### config.mk
export PLATFORM = sky130hd
export DESIGN_NAME = rgb_to_hsv_converter
export DESIGN_NICKNAME = d
export VERILOG_FILES = /design/src/rtl/rhsv_pkg.sv /design/src/rtl/rgb_to_hsv_converter.sv
export SDC_FILE = /design/constraint.sdc
export NUM_CORES = 2
export LEC_CHECK = 0
export ABC_CLOCK_PERIOD_IN_PS = 7300
export BUFFER_PORTS_ARGS = -buffer_cell sky130_fd_sc_hd__buf_4
export CAP_MARGIN = 30
export CORE_MARGIN = 2
export CORE_UTILIZATION = 65
export CTS_BUF_LIST = sky130_fd_sc_hd__clkbuf_2 sky130_fd_sc_hd__clkbuf_4 sky130_fd_sc_hd__clkbuf_8
export CTS_CLUSTER_DIAMETER = 200
export DETAILED_ROUTE_END_ITERATION = 6
export PLACE_DENSITY = 0.82
export SETUP_SLACK_MARGIN = 0.3
export SYNTH_ARGS = -nofsm -noshare
export SYNTH_HDL_FRONTEND = slang
export SYNTH_SLANG_ARGS = --single-unit
### constraint.sdc
create_clock -name clk_i -period 7.3 [get_ports clk_i]
set_input_delay 1.825 -clock clk_i [delete_from_list [all_inputs] [get_ports clk_i]]
set_output_delay 1.825 -clock clk_i [all_outputs]
set_load 0.02 [all_outputs]
### src/rtl/rhsv_pkg.sv
// ----------------------------------------------------------------------------
// rhsv_pkg
// Shared constants and types for the RGB to HSV converter.
// ----------------------------------------------------------------------------
`default_nettype none

package rhsv_pkg;

  localparam int FRAC_BITS_DEF = 12;
  localparam int HUE_BITS_DEF  = 16;

  localparam int COMP_W = 16;  // input component width
  localparam int HUE_W  = 16;  // hue port width
  localparam int SAT_W  = 20;  // saturation port width

  localparam logic signed [SAT_W-1:0] SAT_POS_MAX = {1'b0, {(SAT_W-1){1'b1}}};
  localparam logic signed [SAT_W-1:0] SAT_NEG_MIN = {1'b1, {(SAT_W-1){1'b0}}};

  typedef enum logic [1:0] {
    SEL_RED,
    SEL_GREEN,
    SEL_BLUE
  } max_sel_e;

endpackage

`default_nettype wire

### src/rtl/rgb_to_hsv_converter.sv
// A result strobes on valid_o once its transaction, after acceptance, has passed the
//   capture, max/min, delta, dividend, divider and output registers.
// Throughput: one pixel per cycle; busy_o stays low, the receiver cannot stall.
// Depth is set by the two restoring dividers, one quotient bit per stage.
// Reset clears all valid bits; payload registers are not reset.
// ----------------------------------------------------------------------------
// rgb_to_hsv_converter
// Pipelined RGB to HSV conversion of signed fixed point pixels.
// ----------------------------------------------------------------------------
`default_nettype none

module rgb_to_hsv_converter #(
  parameter int FRAC_BITS = rhsv_pkg::FRAC_BITS_DEF,
  parameter int HUE_BITS  = rhsv_pkg::HUE_BITS_DEF
) (
  input  wire logic                              clk_i,
  input  wire logic                              rst_ni,
  input  wire logic                              start_i,
  output logic                                   busy_o,
  input  wire logic signed [rhsv_pkg::COMP_W-1:0] red_i,
  input  wire logic signed [rhsv_pkg::COMP_W-1:0] green_i,
  input  wire logic signed [rhsv_pkg::COMP_W-1:0] blue_i,
  output logic                                   valid_o,
  output logic [rhsv_pkg::HUE_W-1:0]             hue_o,
  output logic signed [rhsv_pkg::SAT_W-1:0]      saturation_o,
  output logic signed [rhsv_pkg::COMP_W-1:0]     brightness_o,
  output logic                                   sat_clipped_o
);
  import rhsv_pkg::*;

  localparam int NDS = ((HUE_BITS > SAT_W) ? HUE_BITS : SAT_W) + 1;
  localparam int SW  = ((FRAC_BITS > SAT_W) ? FRAC_BITS : SAT_W) + COMP_W + 2;
  localparam int HW  = HUE_BITS + 21;
  localparam int DW  = 19;  // 6 * delta
  localparam int LAT = NDS + 5;

  assign busy_o = 1'b0;

  // ---------------- stage 1: capture ----------------
  logic                     s1_v_q;
  logic signed [COMP_W-1:0] s1_r_q, s1_g_q, s1_b_q;

  always_ff @(posedge clk_i or negedge rst_ni) begin
    if (!rst_ni) begin
      s1_v_q <= 1'b0;
    end else begin
      s1_v_q <= start_i;
    end
  end

  always_ff @(posedge clk_i) begin
    if (start_i) begin
      s1_r_q <= red_i;
      s1_g_q <= green_i;
      s1_b_q <= blue_i;
    end
  end

  // ---------------- stage 2: max / min ----------------
  logic                     s2_v_q;
  logic signed [COMP_W-1:0] s2_r_q, s2_g_q, s2_b_q, s2_mx_q, s2_mn_q;
  max_sel_e                 s2_sel_q;
  logic signed [COMP_W-1:0] mx_d, mn_d;
  max_sel_e                 sel_d;

  always_comb begin
    if (s1_r_q >= s1_g_q && s1_r_q >= s1_b_q) begin
      sel_d = SEL_RED;
      mx_d  = s1_r_q;
    end else if (s1_g_q >= s1_b_q) begin
      sel_d = SEL_GREEN;
      mx_d  = s1_g_q;
    end else begin
      sel_d = SEL_BLUE;
      mx_d  = s1_b_q;
    end
    mn_d = s1_r_q;
    if (s1_g_q < mn_d) mn_d = s1_g_q;
    if (s1_b_q < mn_d) mn_d = s1_b_q;
  end

  always_ff @(posedge clk_i or negedge rst_ni) begin
    if (!rst_ni) begin
      s2_v_q <= 1'b0;
    end else begin
      s2_v_q <= s1_v_q;
    end
  end

  always_ff @(posedge clk_i) begin
    s2_r_q   <= s1_r_q;
    s2_g_q   <= s1_g_q;
    s2_b_q   <= s1_b_q;
    s2_mx_q  <= mx_d;
    s2_mn_q  <= mn_d;
    s2_sel_q <= sel_d;
  end

  // ---------------- stage 3: delta, differences, magnitude ----------------
  logic                     s3_v_q;
  logic [COMP_W-1:0]        s3_d_q, s3_mag_q;
  logic signed [COMP_W:0]   s3_dgb_q, s3_dbr_q, s3_drg_q;
  logic signed [COMP_W-1:0] s3_mx_q;
  max_sel_e                 s3_sel_q;
  logic signed [COMP_W:0]   delta_w;
  logic [COMP_W-1:0]        mag_d;

  assign delta_w = (COMP_W+1)'(s2_mx_q) - (COMP_W+1)'(s2_mn_q);
  assign mag_d   = s2_mx_q[COMP_W-1] ? (COMP_W)'(-s2_mx_q) : s2_mx_q;

  always_ff @(posedge clk_i or negedge rst_ni) begin
    if (!rst_ni) begin
      s3_v_q <= 1'b0;
    end else begin
      s3_v_q <= s2_v_q;
    end
  end

  always_ff @(posedge clk_i) begin
    s3_d_q   <= delta_w[COMP_W-1:0];
    s3_mag_q <= mag_d;
    s3_dgb_q <= (COMP_W+1)'(s2_g_q) - (COMP_W+1)'(s2_b_q);
    s3_dbr_q <= (COMP_W+1)'(s2_b_q) - (COMP_W+1)'(s2_r_q);
    s3_drg_q <= (COMP_W+1)'(s2_r_q) - (COMP_W+1)'(s2_g_q);
    s3_mx_q  <= s2_mx_q;
    s3_sel_q <= s2_sel_q;
  end

  // ---------------- stage 4: hue sector and dividends ----------------
  logic                     dv_v_q    [NDS+1];
  logic [SW-1:0]            srem_q    [NDS+1];
  logic [COMP_W-1:0]        smag_q    [NDS+1];
  logic [SAT_W:0]           sq_q      [NDS+1];
  logic [HW-1:0]            hrem_q    [NDS+1];
  logic [DW-1:0]            hden_q    [NDS+1];
  logic [HUE_BITS:0]        hq_q      [NDS+1];
  logic signed [COMP_W-1:0] dmx_q     [NDS+1];
  logic                     gray_q    [NDS+1];
  logic                     mxzero_q  [NDS+1];
  logic                     mxneg_q   [NDS+1];

  logic [DW-1:0]            d6_w, d3_w;
  logic signed [DW:0]       n_w;
  logic [DW-1:0]            n_u;

  assign d6_w = (DW'(s3_d_q) << 2) + (DW'(s3_d_q) << 1);
  assign d3_w = (DW'(s3_d_q) << 1) + DW'(s3_d_q);

  always_comb begin
    case (s3_sel_q)
      SEL_RED: begin
        n_w = (DW+1)'(s3_dgb_q);
        if (n_w < 0) n_w = n_w + (DW+1)'(d6_w);
      end
      SEL_GREEN: n_w = ((DW+1)'(s3_d_q) << 1) + (DW+1)'(s3_dbr_q);
      SEL_BLUE:  n_w = ((DW+1)'(s3_d_q) << 2) + (DW+1)'(s3_drg_q);
      default:   n_w = '0;
    endcase
    n_u = n_w[DW-1:0];
  end

  always_ff @(posedge clk_i or negedge rst_ni) begin
    if (!rst_ni) begin
      dv_v_q[0] <= 1'b0;
    end else begin
      dv_v_q[0] <= s3_v_q;
    end
  end

  always_ff @(posedge clk_i) begin
    srem_q[0]   <= (SW'(s3_d_q) << FRAC_BITS) + SW'(s3_mag_q >> 1);
    smag_q[0]   <= s3_mag_q;
    sq_q[0]     <= '0;
    hrem_q[0]   <= (HW'(n_u) << HUE_BITS) + HW'(d3_w);
    hden_q[0]   <= d6_w;
    hq_q[0]     <= '0;
    dmx_q[0]    <= s3_mx_q;
    gray_q[0]   <= (s3_d_q == '0);
    mxzero_q[0] <= (s3_mx_q == '0);
    mxneg_q[0]  <= s3_mx_q[COMP_W-1];
  end

  // ---------------- divider stages, one quotient bit each, MSB first ----------------
  for (genvar j = 0; j < NDS; j++) begin : g_div
    localparam int K = NDS - 1 - j;
    logic [SW-1:0]     srem_d;
    logic [SAT_W:0]    sq_d;
    logic [HW-1:0]     hrem_d;
    logic [HUE_BITS:0] hq_d;

    if (K <= SAT_W) begin : g_sat
      logic [SW-1:0] sdiv;
      assign sdiv = SW'(smag_q[j]) << K;
      always_comb begin
        srem_d = srem_q[j];
        sq_d   = sq_q[j];
        if (srem_q[j] >= sdiv) begin
          srem_d = srem_q[j] - sdiv;
          sq_d[K] = 1'b1;
        end
      end
    end else begin : g_sat_pass
      assign srem_d = srem_q[j];
      assign sq_d   = sq_q[j];
    end

    if (K <= HUE_BITS) begin : g_hue
      logic [HW-1:0] hdiv;
      assign hdiv = HW'(hden_q[j]) << K;
      always_comb begin
        hrem_d = hrem_q[j];
        hq_d   = hq_q[j];
        if (hrem_q[j] >= hdiv) begin
          hrem_d = hrem_q[j] - hdiv;
          hq_d[K] = 1'b1;
        end
      end
    end else begin : g_hue_pass
      assign hrem_d = hrem_q[j];
      assign hq_d   = hq_q[j];
    end

    always_ff @(posedge clk_i or negedge rst_ni) begin
      if (!rst_ni) begin
        dv_v_q[j+1] <= 1'b0;
      end else begin
        dv_v_q[j+1] <= dv_v_q[j];
      end
    end

    always_ff @(posedge clk_i) begin
      srem_q[j+1]   <= srem_d;
      smag_q[j+1]   <= smag_q[j];
      sq_q[j+1]     <= sq_d;
      hrem_q[j+1]   <= hrem_d;
      hden_q[j+1]   <= hden_q[j];
      hq_q[j+1]     <= hq_d;
      dmx_q[j+1]    <= dmx_q[j];
      gray_q[j+1]   <= gray_q[j];
      mxzero_q[j+1] <= mxzero_q[j];
      mxneg_q[j+1]  <= mxneg_q[j];
    end
  end

  // ---------------- output stage: wrap, sign, clip ----------------
  logic                    valid_q, clip_q;
  logic [HUE_W-1:0]        hue_q;
  logic signed [SAT_W-1:0] sat_q;
  logic signed [COMP_W-1:0] bright_q;

  logic [HUE_W-1:0]        hue_d;
  logic signed [SAT_W-1:0] sat_d;
  logic                    clip_d;
  logic [31:0]             hue_ext;
  logic [SAT_W:0]          sq_f;

  // a quotient of exactly one full turn wraps to zero by dropping the top bit
  assign hue_ext = 32'(hq_q[NDS][HUE_BITS-1:0]);
  assign sq_f    = sq_q[NDS];

  always_comb begin
    hue_d  = hue_ext[HUE_W-1:0];
    sat_d  = '0;
    clip_d = 1'b0;
    if (gray_q[NDS]) begin
      hue_d = '0;
    end else if (mxzero_q[NDS]) begin
      sat_d  = SAT_POS_MAX;
      clip_d = 1'b1;
    end else if (!mxneg_q[NDS]) begin
      if (sq_f[SAT_W] || sq_f[SAT_W-1]) begin
        sat_d  = SAT_POS_MAX;
        clip_d = 1'b1;
      end else begin
        sat_d = sq_f[SAT_W-1:0];
      end
    end else begin
      if (sq_f > (SAT_W+1)'(1 << (SAT_W-1))) begin
        sat_d  = SAT_NEG_MIN;
        clip_d = 1'b1;
      end else begin
        sat_d = -sq_f[SAT_W-1:0];
      end
    end
  end

  always_ff @(posedge clk_i or negedge rst_ni) begin
    if (!rst_ni) begin
      valid_q <= 1'b0;
    end else begin
      valid_q <= dv_v_q[NDS];
    end
  end

  always_ff @(posedge clk_i) begin
    hue_q    <= hue_d;
    sat_q    <= sat_d;
    clip_q   <= clip_d;
    bright_q <= dmx_q[NDS];
  end

  assign valid_o       = valid_q;
  assign hue_o         = hue_q;
  assign saturation_o  = sat_q;
  assign brightness_o  = bright_q;
  assign sat_clipped_o = clip_q;

  // ---------------- assertions ----------------
  a_latency: assert property (@(posedge clk_i) disable iff (!rst_ni)
    start_i && !busy_o |-> ##LAT valid_o)
    else $error("result missing after fixed latency");

  a_clip_limit: assert property (@(posedge clk_i) disable iff (!rst_ni)
    valid_o && sat_clipped_o |-> saturation_o == SAT_POS_MAX || saturation_o == SAT_NEG_MIN)
    else $error("clipped saturation not at a limit");

  a_zero_max: assert property (@(posedge clk_i) disable iff (!rst_ni)
    valid_o && brightness_o == '0 |-> saturation_o == '0 || sat_clipped_o)
    else $error("zero max gave unflagged nonzero saturation");

  a_sat_sign: assert property (@(posedge clk_i) disable iff (!rst_ni)
    valid_o && !brightness_o[COMP_W-1] |-> !saturation_o[SAT_W-1])
    else $error("nonnegative max gave negative saturation");

endmodule

`default_nettype wire
==> impl_metrics.json <==
{
  "grt_usage_pct": 29.2,
  "vias": 82600,
  "grt_pass1_wl_um": 422000,
  "grt_overflow": 0,
  "r2r-end": "s2_mn_q[0]",
  "required_ns": 8.28,
  "area_delta_synth_final_pct": 11.6,
  "die_w_um": 424,
  "start_util_pct": 65.3,
  "synth-warning-count": 0,
  "place_inst": 13900,
  "seq_area_frac_synth_pct": 51.2,
  "cts_tree": "yes",
  "min_from": "hq_q[11][10]",
  "wl_um": 269000,
  "clock-sinks": 2909,
  "cp_max_fo": 32,
  "avgViaCountPerCell": 5.64,
  "worstPathCellList": "ha_1 > nand4_1 > or2_2 > nor2_1 > o21ai_0 > nor4bb_1 > xnor2_4 > nor2_1 > a21oi_1 > ha_1 > a21o_1 > a21o_1 > a21o_1 > a21oi_1 > nor2b_1 > o21ai_0 > o2111ai_1 > a21oi_1 > o21ai_2 > buf_4 > mux2i_1",
  "status": "finished clean",
  "die_y_um": 424,
  "fin_nets": 12900,
  "clockBufferDepth": 4,
  "cp_slowest_cell": "xnor2_4",
  "antenna_found_initial": 6,
  "drive_gt1_share_pct": 9.87,
  "fin_util_pct": 72.9,
  "synth.distinct_cells": 107,
  "finalCriticalPeriod_ns": 5.29,
  "whs_ns": 0.248,
  "htreeDepth": 5,
  "slew_violations": 0,
  "netlist_area_um2": 115000,
  "port_buffers": 104,
  "relSlewSlack_pct": 25.9,
  "critPathCaptureType": "flip-flop",
  "critical_path_buf_inv_count": 1,
  "finalNonFillerCells": 14600,
  "r2r_cells": 21,
  "rsz0062_at_grt": "no",
  "core_area_um2": 176000,
  "fin_crit_sh_pct": 72.4,
  "cpPeakStageDelay_ns": 0.75,
  "hpwlAfterDp_um": 203000,
  "ctsRootBufferMaster": "clkbuf_8",
  "r2r-start": "s1_g_q[15]",
  "synthCells": 11500,
  "cts_resized": 0,
  "clock.fmax_mhz": 189,
  "hold_buffers": 0,
  "grt_pass1_vias": 84100,
  "worstMarginPinSlew_ns": 1.08,
  "wl_per_cell_um": 18.4,
  "crit_arrival_ns": 6.27,
  "postSynth.asyncResetShare_pct": 0.894,
  "cts_made_buffers": 444,
  "ios": 106,
  "gp_congestion": 0.976,
  "hold_path.class": "reg2reg",
  "clkTransAtPathRegs_ns": 0.07,
  "cts_setup_buffers": 0,
  "synth_seq_cells": 2909,
  "timing.reg2reg.setup_slack_ns": 2.01,
  "grt_max_degree": 50,
  "fin_setup_tns_ns": 0,
  "first_pass_iters": 7,
  "clk-insertion-delay-late_ns": 1.12,
  "drt-initial-drc-count": 4784,
  "hold_viol_final": 0,
  "syn_avg_cell_area_um2": 9.96,
  "drtAntennaViolNets": 0,
  "synth_ff_type": "dfxtp_1",
  "start_kind": "flip-flop",
  "cp_top_family": "compound AO/OA/AOI/OAI gates",
  "skew_ns": 0.0867,
  "critPathKind": "reg2reg",
  "die_area_um2": 180000,
  "min_path_cells": 0,
  "drc": 0,
  "hold_end": "hq_q[12][10]",
  "synth.net_count": 12500,
  "setup_viol": 0,
  "synth-edff-count": 48,
  "rows": 154,
  "nFillCells": 12300,
  "timing.max_cap.violations": 0
}
==> worst max path at each step <==
stage                     startpoint       endpoint  slack [ns]  cells after the start
after floorplan            s3_d_q[1]  hrem_q[0][34]        2.59                     19
after global placement     s3_d_q[1]  hrem_q[0][35]        1.79                     16
after detailed placement   s3_d_q[1]  hrem_q[0][35]        1.80                     16
after CTS                  s3_d_q[1]  hrem_q[0][35]        1.79                     16
after global routing      s1_g_q[15]     s2_mn_q[3]        1.55                     21
final                     s1_g_q[15]     s2_mn_q[0]        2.01                     21
==> Yosys cell counts, types with 42 or more instances <==
library cell	n	area (um^2)
dfxtp_1	2835	56800
inv_1	1009	3790
nor2_1	868	3260
ha_1	841	10500
a21oi_1	778	3890
nand2_1	678	2540
o21ai_0	544	2720
xnor2_1	517	4530
xor2_1	393	3440
nor3_1	268	1340
a21o_1	216	1620
nand3_1	201	1010
nor2b_1	178	1110
nor4_1	161	1010
nand4_1	150	938
mux2_2	146	1640
clkbuf_1	144	541
or3_1	130	813
nand2b_1	129	807
o21a_1	116	871
o31ai_1	90	676
a21boi_0	77	578
a211oi_1	61	458
or2_2	59	369
a31oi_1	52	325
and3_1	51	319
o21bai_1	51	383
and4_1	49	429
edfxtp_1	48	1440
o211ai_1	46	345
fa_1	45	901
nor4b_1	42	368
or4_1	42	315
==> kinds of logic after synthesis <==
group	share of synthesized area (%)
flops	51.2
buf+inv	3.92
mux	1.75
compound gates	12.4
other cells	0.00327
simple gates	13.8
fa+ha+maj	9.95
xor+xnor	6.94
==> registers in the layout, indices dropped and copies added (netlist names), 17 cells and up <==
signal,flops
gray_q,22
sq_q,231
srem_q,765
dv_v_q,22
mxzero_q,22
s3_drg_q,17
s3_dbr_q,17
smag_q,173
mxneg_q,22
saturation_o,20
hq_q,136
dmx_q,310
s3_dgb_q,17
hrem_q,772
hden_q,147
==> through the flow <==
stage	cell area (um^2)	setup WS (ns)
finish	128000	2.01
global route	128000	1.55
CTS	128000	1.79
detailed placement	118000	1.80
global placement	118000	1.79
floorplan	115000	2.59
==> worst register-to-register path, cell delays in order, from the launching register on <==
cell and delay (ns):
edfxtp_1 0.48, ha_1 0.45, nand4_1 0.15, or2_2 0.34, nor2_1 0.16, o21ai_0 0.12
nor4bb_1 0.19, xnor2_4 0.75, nor2_1 0.08, a21oi_1 0.22, ha_1 0.29, a21o_1 0.16
a21o_1 0.17, a21o_1 0.18, a21oi_1 0.14, nor2b_1 0.06, o21ai_0 0.16, o2111ai_1 0.16
a21oi_1 0.23, o21ai_2 0.21, buf_4 0.30, mux2i_1 0.16
==> per-layer routing <==
metal | global-route usage (%) | routed length, um | vias to the layer above
li1 | - | - | 40800
met1 | 28.2 | 97200 | 38500
met2 | 55.1 | 139000 | 2297
met3 | 4.63 | 10400 | 948
met4 | 22.4 | 22300 | 4
met5 | 0 | 34 | -
==> final cells by class <==
type,count,area (um^2),area share (%)
Antenna cell,4,10.0,0.00781
Tap cell,2340,2930,2.28
Clock inverter,113,1340,1.05
Inverter,1014,3810,2.97
Multi-Input combinational cell,7436,51600,40.3
Clock buffer,662,8370,6.53
Sequential cell,2909,58800,45.9
Timing Repair Buffer,161,1280,1.00
==> placed cells by master, fill, tap and decap left out, types with 146 or more instances in the layout <==
cell type,Yosys,final
nor4_1,161,161
nor2b_1,178,178
nor2_1,868,866
inv_1,1009,1009
xnor2_1,517,516
nor3_1,268,267
a21oi_1,778,776
clkbuf_8,0,544
ha_1,841,841
nand2_1,678,678
nand4_1,150,150
a21o_1,216,216
o21ai_0,544,543
mux2_2,146,146
nand3_1,201,201
xor2_1,393,393
buf_4,5,150
dfxtp_1,2835,2834
Power is not shown: default switching activity piles up to over one toggle a cycle in this logic, so the estimate is an artifact.
